<file path="src/design/ccpid_pkg.sv">
// ccpid_pkg: shared types, widths, register indexes and constants for the
// CC/CV PID regulator. No dependencies; used by ccpid_state and the top level.
`timescale 1ns / 1ps

package ccpid_pkg;

  localparam int unsigned GAIN_SCALE_DEF = 100;
  localparam int unsigned DAC_MAX_DEF    = 65000;

  localparam int unsigned CFG_AW = 3;
  localparam int unsigned CFG_DW = 15;

  // full sum range is below 2**28 in magnitude
  localparam int unsigned SUM_W = 29;
  localparam int unsigned DIV_W = 28;

  localparam logic signed [15:0] MODE_EXIT_ERR = 16'sd100;
  localparam logic signed [15:0] BLEED_FLOOR   = 16'sd100;
  localparam logic signed [15:0] BLEED_STEP    = 16'sd50;

  localparam logic [14:0] TV_RST  = 15'd0;
  localparam logic [14:0] TC_RST  = 15'd0;
  localparam logic [7:0]  OFF_RST = 8'd95;
  localparam logic [9:0]  KP_RST  = 10'd20;
  localparam logic [9:0]  KI_RST  = 10'd15;
  localparam logic [9:0]  KD_RST  = 10'd10;
  localparam logic [14:0] WL_RST  = 15'd30000;
  localparam logic [14:0] OA_RST  = 15'd100;

  typedef enum logic [CFG_AW-1:0] {
    REG_TARGET_V  = 3'd0,
    REG_TARGET_I  = 3'd1,
    REG_OFFSET_G  = 3'd2,
    REG_PROP_G    = 3'd3,
    REG_INTEG_G   = 3'd4,
    REG_DERIV_G   = 3'd5,
    REG_WINDUP    = 3'd6,
    REG_OVERSHOOT = 3'd7
  } cfg_idx_t;

  typedef struct packed {
    logic [7:0] offset_gain;
    logic [9:0] prop_gain;
    logic [9:0] integ_gain;
    logic [9:0] deriv_gain;
  } gains_t;

  // operands of the selected loop for one tick
  typedef struct packed {
    logic               cc_mode;
    logic [14:0]        target_v;
    logic signed [15:0] err;
    logic signed [15:0] integ;
    logic signed [16:0] diff;
  } loop_op_t;

  function automatic logic signed [15:0] sat16(input logic signed [16:0] v);
    logic signed [15:0] r;
    if (v > 17'sd32767) begin
      r = 16'sh7fff;
    end else if (v < -17'sd32768) begin
      r = 16'sh8000;
    end else begin
      r = v[15:0];
    end
    return r;
  endfunction

endpackage

</file>
<file path="src/design/cc_cv_pid_regulator.sv">
// cc_cv_pid_regulator: top level of the CC/CV PID regulator; loop state in
// ccpid_state, then a product / sum / reciprocal-divide / clamp pipeline.
// Depends on ccpid_pkg and ccpid_state.
//
//   channel  dir  handshake            payload
//   in_      in   tvalid/tready        tdata: measured_voltage, measured_current,
//                                             output_enabled
//   out_     out  tvalid/tready        tdata: dac_value, cc_mode
//   cfg_     in   we (no wait)         addr = register index, wdata
//
// One item per cycle sustained while out_tready stays high; out_tvalid follows the in transfer
// through five registers (operand, product, sum, reciprocal product, output).
// Loop state updates at the in transfer, so back-to-back ticks chain directly.
// Reset (rst_n low, synchronous) restores register defaults and zeroes state.
// Each stage holds when the one after it is full and stalled; bubbles collapse,
// so up to five items are held while out_tready is low.
`timescale 1ns / 1ps

module cc_cv_pid_regulator #(
  parameter int unsigned GAIN_SCALE = ccpid_pkg::GAIN_SCALE_DEF,
  parameter int unsigned DAC_MAX    = ccpid_pkg::DAC_MAX_DEF
) (
  input  logic                         clk,
  input  logic                         rst_n,
  input  logic                         in_tvalid,
  output logic                         in_tready,
  input  logic [31:0]                  in_tdata,   // [14:0] measured_voltage,
                                                   // [29:15] measured_current,
                                                   // [30] output_enabled, [31] 0
  output logic                         out_tvalid,
  input  logic                         out_tready,
  output logic [23:0]                  out_tdata,  // [15:0] dac_value, [16] cc_mode,
                                                   // [23:17] 0
  input  logic                         cfg_we,
  input  logic [ccpid_pkg::CFG_AW-1:0] cfg_addr,
  input  logic [ccpid_pkg::CFG_DW-1:0] cfg_wdata
);

  localparam int unsigned SW   = ccpid_pkg::SUM_W;
  localparam int unsigned DW   = ccpid_pkg::DIV_W;
  localparam int unsigned LG   = $clog2(GAIN_SCALE);
  localparam int unsigned SHR  = DW + LG;
  localparam int unsigned MW   = DW + 1;
  localparam int unsigned QPW  = DW + MW;
  localparam logic [63:0] RECIP_WIDE =
    ((64'd1 << SHR) + 64'(GAIN_SCALE) - 64'd1) / 64'(GAIN_SCALE);
  localparam logic [MW-1:0] RECIP   = RECIP_WIDE[MW-1:0];
  localparam logic [DW-1:0] DAC_LIM = DW'(DAC_MAX);

  logic take;
  ccpid_pkg::gains_t   gains;
  ccpid_pkg::loop_op_t op;

  logic en1, en2, en3, en4, en_out;
  logic v1_r, v2_r, v3_r, v4_r, out_v_r;

  ccpid_pkg::loop_op_t s1_r;
  logic               s2_mode_r, s3_mode_r, s4_mode_r;
  logic [22:0]        s2_ff_r, s2_ff_nxt;
  logic signed [26:0] s2_p_r, s2_p_nxt, s2_i_r, s2_i_nxt;
  logic signed [27:0] s2_d_r, s2_d_nxt;
  logic signed [SW-1:0] s3_sum_r, s3_sum_nxt;
  logic [QPW-1:0]     s4_qp_r, s4_qp_nxt;
  logic               s4_np_r, s4_np_nxt;
  logic [DW-1:0]      quot;
  logic [15:0]        dac_r, dac_nxt;
  logic               mode_out_r;

  assign en_out    = !out_v_r || out_tready;
  assign en4       = !v4_r || en_out;
  assign en3       = !v3_r || en4;
  assign en2       = !v2_r || en3;
  assign en1       = !v1_r || en2;
  assign in_tready = en1;
  assign take      = in_tvalid && in_tready;

  ccpid_state u_state (
    .clk       (clk),
    .rst_n     (rst_n),
    .cfg_we    (cfg_we),
    .cfg_addr  (cfg_addr),
    .cfg_wdata (cfg_wdata),
    .take      (take),
    .meas_v    (in_tdata[14:0]),
    .meas_i    (in_tdata[29:15]),
    .out_en    (in_tdata[30]),
    .gains     (gains),
    .op        (op)
  );

  always_comb begin
    s2_ff_nxt = 23'(gains.offset_gain) * 23'(s1_r.target_v);
    s2_p_nxt  = $signed({1'b0, gains.prop_gain}) * s1_r.err;
    s2_i_nxt  = $signed({1'b0, gains.integ_gain}) * s1_r.integ;
    s2_d_nxt  = $signed({1'b0, gains.deriv_gain}) * s1_r.diff;

    s3_sum_nxt = $signed({{(SW-23){1'b0}}, s2_ff_r})
               + {{(SW-27){s2_p_r[26]}}, s2_p_r}
               + {{(SW-27){s2_i_r[26]}}, s2_i_r}
               + {{(SW-28){s2_d_r[27]}}, s2_d_r};

    s4_np_nxt = s3_sum_r[SW-1] || (s3_sum_r == '0);
    s4_qp_nxt = QPW'(s3_sum_r[DW-1:0]) * QPW'(RECIP);

    quot    = DW'(s4_qp_r >> SHR);
    dac_nxt = s4_np_r ? 16'd0 : ((quot > DAC_LIM) ? 16'(DAC_MAX) : quot[15:0]);
  end

  always_ff @(posedge clk) begin
    if (!rst_n) begin
      v1_r    <= 1'b0;
      v2_r    <= 1'b0;
      v3_r    <= 1'b0;
      v4_r    <= 1'b0;
      out_v_r <= 1'b0;
    end else begin
      if (en1)    v1_r    <= take;
      if (en2)    v2_r    <= v1_r;
      if (en3)    v3_r    <= v2_r;
      if (en4)    v4_r    <= v3_r;
      if (en_out) out_v_r <= v4_r;
    end
  end

  always_ff @(posedge clk) begin
    if (en1) begin
      s1_r <= op;
    end
    if (en2) begin
      s2_mode_r <= s1_r.cc_mode;
      s2_ff_r   <= s2_ff_nxt;
      s2_p_r    <= s2_p_nxt;
      s2_i_r    <= s2_i_nxt;
      s2_d_r    <= s2_d_nxt;
    end
    if (en3) begin
      s3_mode_r <= s2_mode_r;
      s3_sum_r  <= s3_sum_nxt;
    end
    if (en4) begin
      s4_mode_r <= s3_mode_r;
      s4_np_r   <= s4_np_nxt;
      s4_qp_r   <= s4_qp_nxt;
    end
    if (en_out) begin
      dac_r      <= dac_nxt;
      mode_out_r <= s4_mode_r;
    end
  end

  assign out_tvalid = out_v_r;
  assign out_tdata  = {7'd0, mode_out_r, dac_r};

endmodule

</file>
<file path="src/design/ccpid_state.sv">
// ccpid_state: configuration registers, loop integrals, previous errors and
// CC/CV mode hysteresis; yields the selected loop operands. Uses ccpid_pkg.
`timescale 1ns / 1ps

module ccpid_state (
  input  logic                              clk,
  input  logic                              rst_n,
  input  logic                              cfg_we,
  input  logic [ccpid_pkg::CFG_AW-1:0]      cfg_addr,
  input  logic [ccpid_pkg::CFG_DW-1:0]      cfg_wdata,
  input  logic                              take,
  input  logic [14:0]                       meas_v,
  input  logic [14:0]                       meas_i,
  input  logic                              out_en,
  output ccpid_pkg::gains_t                 gains,
  output ccpid_pkg::loop_op_t               op
);

  logic [14:0]        tv_r, tc_r, wl_r, oa_r;
  ccpid_pkg::gains_t  gains_r;
  logic signed [15:0] vi_r, ai_r, pve_r, pae_r;
  logic               mode_r;

  logic signed [15:0] ve, ae;
  logic signed [16:0] vd, ad;
  logic signed [15:0] ai_nxt, vi_acc, vi_bled, vi_nxt, wl_s;
  logic               m_set, mode_nxt, over, vi_clr;
  logic [15:0]        v_lim;

  always_comb begin
    ve     = $signed({1'b0, tv_r}) - $signed({1'b0, meas_v});
    ae     = $signed({1'b0, tc_r}) - $signed({1'b0, meas_i});
    vd     = {ve[15], ve} - {pve_r[15], pve_r};
    ad     = {ae[15], ae} - {pae_r[15], pae_r};
    ai_nxt = ccpid_pkg::sat16({ai_r[15], ai_r} + {ae[15], ae});
    vi_acc = out_en ? ccpid_pkg::sat16({vi_r[15], vi_r} + {ve[15], ve}) : '0;

    m_set    = mode_r | (meas_i > tc_r);
    mode_nxt = m_set & ~(ve < ccpid_pkg::MODE_EXIT_ERR);

    v_lim   = {1'b0, tv_r} + {1'b0, oa_r};
    over    = ({1'b0, meas_v} > v_lim) && (vi_acc > ccpid_pkg::BLEED_FLOOR);
    vi_bled = over ? (vi_acc - ccpid_pkg::BLEED_STEP) : vi_acc;

    wl_s = $signed({1'b0, wl_r});
    if (vi_bled > wl_s) begin
      vi_nxt = wl_s;
    end else if (vi_bled < -wl_s) begin
      vi_nxt = -wl_s;
    end else begin
      vi_nxt = vi_bled;
    end

    vi_clr = cfg_we &&
             (((ccpid_pkg::cfg_idx_t'(cfg_addr) == ccpid_pkg::REG_TARGET_V) &&
               (cfg_wdata != tv_r)) ||
              ((ccpid_pkg::cfg_idx_t'(cfg_addr) == ccpid_pkg::REG_TARGET_I) &&
               (cfg_wdata != tc_r)));
  end

  always_ff @(posedge clk) begin
    if (!rst_n) begin
      tv_r                <= ccpid_pkg::TV_RST;
      tc_r                <= ccpid_pkg::TC_RST;
      gains_r.offset_gain <= ccpid_pkg::OFF_RST;
      gains_r.prop_gain   <= ccpid_pkg::KP_RST;
      gains_r.integ_gain  <= ccpid_pkg::KI_RST;
      gains_r.deriv_gain  <= ccpid_pkg::KD_RST;
      wl_r                <= ccpid_pkg::WL_RST;
      oa_r                <= ccpid_pkg::OA_RST;
    end else if (cfg_we) begin
      unique case (ccpid_pkg::cfg_idx_t'(cfg_addr))
        ccpid_pkg::REG_TARGET_V:  tv_r <= cfg_wdata;
        ccpid_pkg::REG_TARGET_I:  tc_r <= cfg_wdata;
        ccpid_pkg::REG_OFFSET_G:  gains_r.offset_gain <= cfg_wdata[7:0];
        ccpid_pkg::REG_PROP_G:    gains_r.prop_gain   <= cfg_wdata[9:0];
        ccpid_pkg::REG_INTEG_G:   gains_r.integ_gain  <= cfg_wdata[9:0];
        ccpid_pkg::REG_DERIV_G:   gains_r.deriv_gain  <= cfg_wdata[9:0];
        ccpid_pkg::REG_WINDUP:    wl_r <= cfg_wdata;
        ccpid_pkg::REG_OVERSHOOT: oa_r <= cfg_wdata;
      endcase
    end
  end

  always_ff @(posedge clk) begin
    if (!rst_n) begin
      vi_r   <= '0;
      ai_r   <= '0;
      pve_r  <= '0;
      pae_r  <= '0;
      mode_r <= 1'b0;
    end else begin
      if (take) begin
        vi_r   <= vi_nxt;
        ai_r   <= ai_nxt;
        pve_r  <= ve;
        pae_r  <= ae;
        mode_r <= mode_nxt;
      end
      if (vi_clr) begin
        vi_r <= '0;
      end
    end
  end

  assign gains = gains_r;

  always_comb begin
    op.cc_mode  = mode_nxt;
    op.target_v = tv_r;
    op.err      = mode_nxt ? ae : ve;
    op.integ    = mode_nxt ? ai_nxt : vi_bled;
    op.diff     = mode_nxt ? ad : vd;
  end

endmodule
</file>
<file path="config.mk">
export PLATFORM = sky130hd
export DESIGN_NAME = cc_cv_pid_regulator
export DESIGN_NICKNAME = d
export VERILOG_FILES = /design/src/design/ccpid_pkg.sv /design/src/design/cc_cv_pid_regulator.sv /design/src/design/ccpid_state.sv
export SDC_FILE = /design/constraint.sdc
export NUM_CORES = 2
export LEC_CHECK = 0
export BUFFER_PORTS_ARGS = -buffer_cell sky130_fd_sc_hd__buf_2
export CAP_MARGIN = 20
export CORE_ASPECT_RATIO = 1.1
export CORE_MARGIN = 2
export CORE_UTILIZATION = 23
export CTS_CLUSTER_DIAMETER = 40
export DETAILED_ROUTE_END_ITERATION = 8
export GPL_TIMING_DRIVEN = 1
export PLACE_DENSITY = 0.44
export SLEW_MARGIN = 20
export SYNTH_ARGS = -nofsm -noshare
export SYNTH_HDL_FRONTEND = slang
export SYNTH_SLANG_ARGS = --single-unit
</file>
<file path="constraint.sdc">
create_clock -name clk -period 8 [get_ports clk]
set_clock_uncertainty 0.2 [all_clocks]
set_input_delay 0 -clock clk [delete_from_list [all_inputs] [get_ports clk]]
set_output_delay 0 -clock clk [all_outputs]
set_load 0.005 [all_outputs]
</file>
==> flow_summary.yaml <==
outcome:
  status: "complete, no violations"
clocking:
  cts_buffers: 86
  cts.htree.levels: 3
  clkTransAtPathRegs_ps: 60
  clock_path_buffers: 3
  cts.sinks: 410
  cts_tree: "built"
  cts_root_buffer: "clkbuf_16"
  worstSkewPairLatency_ps: 700
global_route:
  grt_remaining_overflow: 0
  grt.total_usage: 0.139
  grt_pass1_wl_um: 271000
  grt_pass1_vias: 44900
  grt_max_degree: 117
  antenna_found_initial: 9
finish:
  design_area_um2: 67800
  fillCellCount: 26400
  finalNetCount: 7997
  area_growth_pct: 17.9
  drive_above_1_share: 0.107
logic_synthesis:
  syn_avg_cell_area_um2: 9.51
  synth_mux_area_frac: 0.0117
  synthXorXnorAreaFrac: 0.0368
  synthDistinctLibCells: 82
  yosysWarnings: 0
  synth.area.top_cells: "fa_1 29%, ha_1 16%, edfxtp_1 13%"
  synth_top_family_by_area: "adder cells"
  yosysSeqAreaShare: 0.185
  synth_area_um2: 57500
  ys_ff_latch: 410
  synth_top_area_frac: 0.292
  synth-compound-area-share: 0.0895
  synth-simple-area-share: 0.139
  synth_top_cell_by_area: "fa_1"
  syn_inst: 6047
  ys.flop_type: "edfxtp_1"
  synth-edff-count: 242
  async_reset_ff_frac: 0
  synth-adder-area-share: 0.454
  yosysMostFrequentCell: "inv_1"
  synth_common_cells: "1090 x inv_1, 839 x fa_1, 741 x ha_1"
critical_path:
  cp.required_ps: 8430
  timing.rr.start: "u_state.tv_r[0]$_SDFFE_PN0P_"
  path_buf_inv: 5
  cp-end-kind: "register"
  arrival_ps: 8300
  max_stage_delay_ps: 400
  r2r-end: "u_state.vi_r[3]$_SDFFE_PP0P_"
  worst-setup-path-type: "register to register"
  crit_cells: 40
  setup.worst_path.end: "u_state.vi_r[3]$_SDFFE_PP0P_"
  crit_slowest_cell: "a2111oi_4"
  reg2reg_slack_ps: 130
  worstSetupStartpoint: "u_state.tv_r[0]$_SDFFE_PN0P_"
  start_kind: "register"
  crit_fanout: 7
  rr_worst_depth: 40
  critPathTopFamily: "compound AO/OA/AOI/OAI gates"
  crit_top_cell: "o21a_1"
detailed_routing:
  wl_um: 177000
  drt_pass1_iterations: 5
  antenna_left: 0
  vias_per_cell: 4.37
  drc: 0
  drt_iter0_drc: 2143
  vias: 42500
  wire_per_inst_um: 18.2
timing:
  worst_pin_slew_ps: 1150
  fmax_ghz: 0.127
  drv_slew: 0
  finalCriticalPeriod_ps: 7870
  hold_ws_ps: 56.9
  relSlewSlack: 0.228
  fin_crit_sh: 0.984
  finalSetupViolations: 0
  setup_slack_ps: 130
  final-hold-violation-count: 0
  rsz0062_at_grt: "true"
  tns_ps: 0
placed_design:
  place_congestion: 0.882
  dpl-instance-area_um2: 63400
  pre_cts_ws_ps: -642
  post-dp-hpwl_um: 149000
  portBuffers: 72
floorplanning:
  die_w_um: 481
  fp.dieH_um: 529
  io_pins: 81
  start_util: 0.231
  die_area_um2: 254000
  num_rows: 192
  core_region_area_um2: 249000
worst_hold_path:
  hold_class: "input pin to register"
run:
  cap_viol_max_count: 0
==> layer usage <==
layer | wire length (um) | up-vias | track usage
li1 | - | 20200 | -
met3 | 7010 | 292 | 0.0192
met5 | 0 | - | 0
met4 | 8660 | 0 | 0.0624
met2 | 82200 | 818 | 0.228
met1 | 79400 | 21200 | 0.182
==> state kept, by name, summed over array words and instances (netlist names), 22 cells and up <==
| signal | flops |
|---|---|
| u_state.gains | 38 |
| s3_sum_r | 29 |
| s1_r | 65 |
| s2_ff_r | 23 |
| s2_i_r | 27 |
| s4_qp_r | 22 |
| s2_p_r | 27 |
| s2_d_r | 28 |
==> tightest hold or removal path, cell delays in order <==
cell and delay [ps]:
dlygate4sd3_1 550, buf_2 210, nand2_1 90, a21oi_1 60
==> worst min path at each step <==
stage	from	to	slack [ps]	depth (start not counted)
floorplan	in_tvalid	v1_r$_SDFFE_PN0N_	-50	2
finish	cfg_wdata[10]	u_state.tc_r[10]$_SDFFE_PN0P_	60	4
global placement	cfg_wdata[10]	u_state.oa_r[10]$_SDFFE_PN0P_	180	3
global route	cfg_wdata[10]	u_state.oa_r[10]$_SDFFE_PN0P_	40	4
detailed placement	dac_r[9]$_SDFFCE_PP0P_	out_tdata[9]	190	1
CTS	cfg_wdata[10]	u_state.tc_r[10]$_SDFFE_PN0P_	1	4
==> per-stage QoR <==
stage | instances | utilization
floorplan | 6053 | -
global placement | 9497 | 0.255
detailed placement | 9497 | 0.255
CTS | 9714 | 0.270
global route | 9735 | 0.273
finish | 9735 | 0.273
==> kinds of logic after synthesis <==
family                   after synthesis
other                                  1
flip-flops                           410
buffers and inverters               1287
multiplexers                          64
XOR/XNOR                             242
AND/OR/NAND/NOR                     1658
adder cells (fa/ha/maj)             1584
AO/OA/AOI/OAI                        801
==> placed cells by master, fill, tap and decap left out, drive strengths merged, types with 91 or more instances in the layout <==
| master | n |
|---|---|
| clkbuf | 91 |
| nor2 | 230 |
| dfxtp | 168 |
| and2 | 361 |
| inv | 1128 |
| edfxtp | 242 |
| ha | 741 |
| nand2 | 658 |
| fa | 839 |
| o21ai | 159 |
| xnor2 | 178 |
| buf | 366 |
| a21oi | 271 |
| nor3 | 95 |
==> area by class of cell <==
type | count | area, um^2 | share of cell area
well taps | 3298 | 4130 | 0.0609
flip-flops and latches | 410 | 10600 | 0.157
repair buffers | 416 | 3210 | 0.0473
clock buffers | 90 | 2200 | 0.0324
multi-input cells | 4356 | 42700 | 0.630
clock inverters | 72 | 822 | 0.0121
diodes | 1 | 2.50 | 0.0000369
inverters | 1092 | 4100 | 0.0605
==> what timing repair did <==
item | CTS | global route
hold endpoints to repair | 160 | 0
hold buffers | 49 | 0
buffers inserted | 4 | 20
cloned | 2 | 1
endpoints found under the setup margin | 16 | 23
gates resized for setup | 43 | 97
pin swaps | 28 | 54
Power is not shown: default switching activity piles up to over one toggle a cycle in this logic, so the estimate is an artifact.
